--- config.mk ---
export PLATFORM = sky130hd
export DESIGN_NAME = hmvg_hconv
export DESIGN_NICKNAME = d
export VERILOG_FILES = /design/src/hdl/hmvg_pkg.sv /design/src/hdl/hmvg_hconv.sv
export SDC_FILE = /design/constraint.sdc
export NUM_CORES = 1
export LEC_CHECK = 0
export BUFFER_PORTS_ARGS = -buffer_cell sky130_fd_sc_hd__buf_2
export CORE_ASPECT_RATIO = 0.75
export CORE_MARGIN = 5
export CORE_UTILIZATION = 63
export CTS_CLUSTER_DIAMETER = 50
export DETAILED_ROUTE_END_ITERATION = 10
export GPL_ROUTABILITY_DRIVEN = 0
export GPL_TIMING_DRIVEN = 0
export PLACE_DENSITY = 0.8
export SYNTH_ARGS = -nofsm -noshare
export SYNTH_HDL_FRONTEND = slang
export SYNTH_SLANG_ARGS = --single-unit
--- constraint.sdc ---
create_clock -name clk -period 6.9 [get_ports clk]
set_input_delay 1.035 -clock clk [delete_from_list [all_inputs] [get_ports clk]]
set_output_delay 1.035 -clock clk [all_outputs]
set_load 0.01 [all_outputs]
--- src/hdl/hmvg_pkg.sv ---
// Shared types and constants for the heightmap mesh vertex generator.
// Used by the height store, height converter, divide/sqrt unit and top level.
package hmvg_pkg;

	localparam int MAX_SIZE = 128;
	localparam int DEPTH    = MAX_SIZE * MAX_SIZE;
	localparam int ADDR_W   = $clog2(DEPTH);
	localparam int SUM_W    = 10;
	localparam int H_W      = 16;

	localparam int S_DATA_W = 40;
	localparam int M_DATA_W = 176;

	// Divide/sqrt unit widths.
	localparam int REM_W  = 35;
	localparam int SRC_W  = 32;
	localparam int DIVR_W = 34;
	localparam int QUO_W  = 31;

	// Height scaling: round(sum * max_height / 765) by reciprocal and one correction.
	localparam logic [17:0] RECIP_765   = 18'd175448;
	localparam int          RECIP_SHIFT = 27;
	localparam logic [9:0]  DIV_765     = 10'd765;
	localparam logic [8:0]  ROUND_382   = 9'd382;

	// Square of the fixed normal y component (3 * 256).
	localparam logic [19:0] NY_SQ = 20'd589824;

	localparam logic [4:0] DIV_STEPS  = 5'd30;
	localparam logic [4:0] SQRT_STEPS = 5'd15;

	localparam logic REQ_LOAD = 1'b0;
	localparam logic REQ_EMIT = 1'b1;

	localparam logic CFG_GRID_SIZE  = 1'b0;
	localparam logic CFG_MAX_HEIGHT = 1'b1;

	typedef enum logic {
		OP_DIV,
		OP_SQRT
	} dsu_op_t;

	typedef struct packed {
		logic    start;
		dsu_op_t op;
	} dsu_req_t;

	typedef struct packed {
		logic             done;
		logic [QUO_W-1:0] quo;
	} dsu_rsp_t;

endpackage

--- src/hdl/hmvg_hconv.sv ---
// Four-stage pipeline turning a pixel sum into a height in 1/256 units.
// Depends on hmvg_pkg for the reciprocal constants.
module hmvg_hconv (
	input  logic                       clk,
	input  logic                       arst_n,
	input  logic                       in_valid,
	input  logic [hmvg_pkg::SUM_W-1:0] sum,
	input  logic [15:0]                max_height,
	output logic                       out_valid,
	output logic [hmvg_pkg::H_W-1:0]   height
);
	import hmvg_pkg::*;

	logic        v_s1, v_s2, v_s3, v_s4;
	logic [25:0] p_s1, n_s2;
	logic [16:0] q_s2, q_s3;
	logic [25:0] r_s3;
	logic [H_W-1:0] h_s4;
	logic [43:0] prod_recip;
	logic [26:0] prod_back;
	logic [16:0] q_fix;

	assign prod_recip = p_s1 * RECIP_765;
	assign prod_back  = q_s2 * DIV_765;
	assign q_fix      = q_s3 + ((r_s3 >= 26'(DIV_765)) ? 17'd1 : 17'd0);

	always_ff @(posedge clk or negedge arst_n) begin
		if (!arst_n) begin
			v_s1 <= 1'b0;
			v_s2 <= 1'b0;
			v_s3 <= 1'b0;
			v_s4 <= 1'b0;
		end else begin
			v_s1 <= in_valid;
			v_s2 <= v_s1;
			v_s3 <= v_s2;
			v_s4 <= v_s3;
		end
	end

	always_ff @(posedge clk) begin
		p_s1 <= 26'(sum * max_height) + 26'(ROUND_382);
		q_s2 <= prod_recip[RECIP_SHIFT +: 17];
		n_s2 <= p_s1;
		q_s3 <= q_s2;
		r_s3 <= n_s2 - prod_back[25:0];
		h_s4 <= q_fix[H_W-1:0];
	end

	assign out_valid = v_s4;
	assign height    = h_s4;

endmodule

### After elaboration in Yosys (flattened, before gate mapping)

Index checks and enable logic that the tools add are counted.

* $mul: 3
* multiplexer cells: 1
* $add $sub $neg: 3
* magnitude comparators: 1

Operators by type and width (count)
* $mul A26 B15 Y41 const B: 1
* $add A26 B9 Y26 const B: 1
* $ge A26 B10 Y1 const B: 1
* $mul A10 B16 Y26: 1
* $mul A17 B10 Y26 const B: 1
* $sub A26 B26 Y26: 1
* $add A16 B1 Y16: 1
* $mux W1: 1

* register bits after elaboration: 131
* input bits: 29
* word-level logic and storage cells: 18

### Depth between registers and ports, before layout

* word-level depth: 3
* depth in mapped cells: 22

### Worst setup path after synthesis

Ideal clock, no wire load.

* path kind: input to register
* from: input sum[1] in the netlist's numbering
* to: register p_s1[22]
* cell stages on the path: 19
* data required time: 6.828 ns
* data arrival time: 5.760 ns
* slack: 1.068 ns
* library setup time: 0.072 ns
* buffers on the path: 1
* cell sequence: clkbuf_1 -> nand2_1 -> fa_1 -> inv_1 -> fa_1 -> inv_1 -> fa_1 -> fa_1 -> fa_1 -> inv_1 -> ha_1 -> o21a_1 -> o21ai_0 -> o21ai_1 -> a2111oi_2 -> o211ai_1 -> a31o_2 -> a21oi_2 -> xnor2_1

* word-level cells in the longest chain between the ends: 2

Ends and longest elaborated chain
* from (decl): RTL line hmvg_hconv.sv:7 `input logic [hmvg_pkg::SUM_W-1:0] sum,`
* $mul A10 B16 Y26: RTL line hmvg_hconv.sv:42 `p_s1 <= 26'(sum * max_height) + 26'(ROUND_382);`
* $add A26 B9 Y26: RTL line hmvg_hconv.sv:42
* to (signal assigned): RTL line hmvg_hconv.sv:42
* to (decl): RTL line hmvg_hconv.sv:15 `logic [25:0] p_s1, n_s2;`

No other way between the ends.

### Final worst setup path

Same ends and word-level chain as after synthesis.

==> impl_results.md <==
* Outcome: finished, final reports clean
* Crit. End Element: flip-flop
* Grt ovf at 0
* First-pass GRT wire length at 72600 um
* Post-synthesis mux area share at 0.0489%
* CP Launch Type: input pin
* CP max FO at 10
* Top Family by Delay on Critical Path: adder cells
* Post-synthesis xor/xnor area fraction at 3.51%
* Final setup violation count at 0
* Routed len/inst at 16.0 um
* Largest stage delay, worst path at 560 ps
* Largest family of logic cells by synthesized area: adder cells
* Simple-Gate Fraction of Synth Area at 8.02%
* Post-route cell area at 0.0217 sq mm
* Die H at 166 um
* Top FF cell, synth: dfxtp_1
* Complex-gate fraction of the synthesized area at 5.94%
* I/O Buffers at 30
* Clock Latency Late Sink at 430 ps
* Clk root buf: clkbuf_16
* WP buf/inv at 5
* Hold Buf Count CTS at 0
* Initial antenna violation count at 0
* EDFF count, synth at 0
* I/O pin total at 46
* Synth top cells by count: inv_1 (630), fa_1 (379), ha_1 (334), dfxtp_1 (127), nand2_1 (111)
* Clock buffer depth at 2
* Critical Path, Cell by Cell: buf_2 > clkbuf_1 > nand2_1 > fa_1 > inv_1 > fa_1 > inv_1 > fa_1 > fa_1 > fa_1 > inv_1 > ha_1 > o21a_1 > o21ai_0 > o21ai_1 > a2111oi_2 > o211ai_1 > a31o_2 > a21oi_2 > xnor2_1
* Layout Nets at 2880
* Worst-Margin Slew at 800 ps
* Share of cells above drive strength 1 at 4.14%
* Max-slew violation count at 0
* Post-detail-place hpwl at 35400 um
* Average footprint of a synthesized cell at 9.80 sq um
* Post-Syn Area at 0.0205 sq mm
* Ys async rst share at 3.05%
* Initial DRC Count at 725
* RSZ-0062 raised after global routing: false
* Final-report hold violation count at 0
* Unique masters post-synth at 67
* CP required at 7270 ps
* Number of vias per cell at 5.24
* Area delta synth->final at 6.18%
* Vias in the first global route at 15100
* Share of the synthesized area in the top cell type at 37.1%
* Clk sinks at 131
* CP arrival at 6690 ps
* Total die area at 0.0362 sq mm
* Slowest CP cell: fa_1
* Number of diodes at 0
* Placed cell areas at 0.0212 sq mm
* Seq/Total Area, Yosys at 12.9%
* Hold Path Class: reg -> reg
* DRC viols at 0
* Fin crit share at 91.7%
* Final WL at 41400 um
* Tmin final at 6330 ps
* Most numerous cell in the Yosys netlist: inv_1
* Overall routing resource usage at 24.7%
* CTS-repair resized insts at 0
* MaxCap Viol Count at 0
* CTS Buf Count at 17
* Row cnt at 57
* Largest net degree at the start of global routing at 17
* CTS H-tree depth at 4
* Yosys top cell by area: fa_1
* Layout Skew at 8.18 ps
* Synth area leaders: fa_1 (37%), ha_1 (20%), dfxtp_1 (12%), inv_1 (12%), and2_1 (2.5%)
* Kind of critical path: in -> reg
* Post-CTS setup buffer count at 0
* Post-synthesis adder-cell area fraction at 57.5%
* Warnings, synthesis at 0
* Fmax at 0.158 GHz
* #FFs+latches synth at 131
* TritonCTS clock tree: done
* Reg clk slew, reported paths at 60 ps
* Setup_tns at 0 ps
* Starting density of the core at 63.5%
* Net Count, Synth at 2831
* Routed Antenna Nets at 0
* Post-Syn Instances at 2089
* Router iterations before antenna repair at 5
* Via Count at 13600
* Top cell by count, worst path: fa_1
* Die width at 218 um
* Core ar. at 0.0322 sq mm
* Relative slew slack at 46.2%
[per-layer routing]
metal  vias up  GRT usage (%)  share of wire, %
met5         -              0                 0
met4         0           5.65               1.7
met3        66           5.41               6.1
met2       334           40.2                47
met1      6812           34.3                45
li1       6370              -                 -
[area by class of cell]
| cell class | instances | area [sq um] |
|---|---|---|
| multi-input cells | 1299 | 15400 |
| fillers | 2429 | 10500 |
| flip-flops and latches | 131 | 2640 |
| inverters | 630 | 2360 |
| clock inverters | 15 | 136 |
| well taps | 442 | 553 |
| clock buffers | 17 | 425 |
| repair buffers | 30 | 150 |
| plain buffers | 29 | 113 |
[through the flow]
| step | util [%] | hold slack, ps | setup slack (ps) | cells |
|---|---|---|---|---|
| after CTS | 67.4 | 352 | 609 | 2593 |
| final | 67.4 | 350 | 573 | 2593 |
| after global routing | 67.4 | 364 | 207 | 2593 |
| after detailed placement | 65.7 | 337 | 205 | 2561 |
| after floorplan | - | 331 | 1070 | 2089 |
| after global placement | 65.7 | 338 | 265 | 2561 |
[flip-flops by register name, indices dropped and copies added (netlist names), 16 cells and up]
| name | flops |
|---|---|
| n_s2 | 26 |
| q_s3 | 16 |
| height | 16 |
| r_s3 | 26 |
| p_s1 | 26 |
| q_s2 | 17 |
[cells by family (layout without fill, tap and decap cells)]
kind of cell	count (synthesis)	in the layout
AO/OA/AOI/OAI	178	178
buffers and inverters	659	721
AND/OR/NAND/NOR	325	325
flip-flops	131	131
XOR/XNOR	82	82
adder cells (fa/ha/maj)	713	713
multiplexers	1	1
[cells in the final DEF (no fill, tap or decap), types with 5 or more instances in the layout]
master | synthesis | routed
o21ai_0 | 31 | 31
fa_1 | 379 | 379
a21oi_1 | 46 | 46
xor2_1 | 27 | 27
nand3_1 | 21 | 21
inv_1 | 630 | 630
o21ai_1 | 5 | 5
clkbuf_1 | 26 | 26
dfxtp_1 | 127 | 127
clkinv_4 | 0 | 8
clkbuf_16 | 0 | 17
nor3_1 | 9 | 9
and2_1 | 83 | 83
nand2_1 | 111 | 111
o21a_1 | 10 | 10
a211oi_1 | 9 | 9
buf_2 | 1 | 31
nand4_1 | 10 | 10
nor2_1 | 46 | 46
nor2b_1 | 12 | 12
nand2b_1 | 6 | 6
ha_1 | 334 | 334
and3_1 | 6 | 6
xnor2_1 | 55 | 55
a21o_1 | 35 | 35
[path summary, 6_finish.rpt]
check                        start   endpoint  slack, ps  cells after the start
min in group asynchronous   arst_n       v_s2        390                      1
min                           v_s3  out_valid        350                      0
max reg2reg                p_s1[7]   q_s2[12]        590                     20
max                         sum[1]   p_s1[22]        570                     20
min reg2reg                   v_s3  out_valid        350                      0
max in group asynchronous   arst_n       v_s3       6400                      1
Power is not shown: default switching activity piles up to over one toggle a cycle in this logic, so the estimate is an artifact.
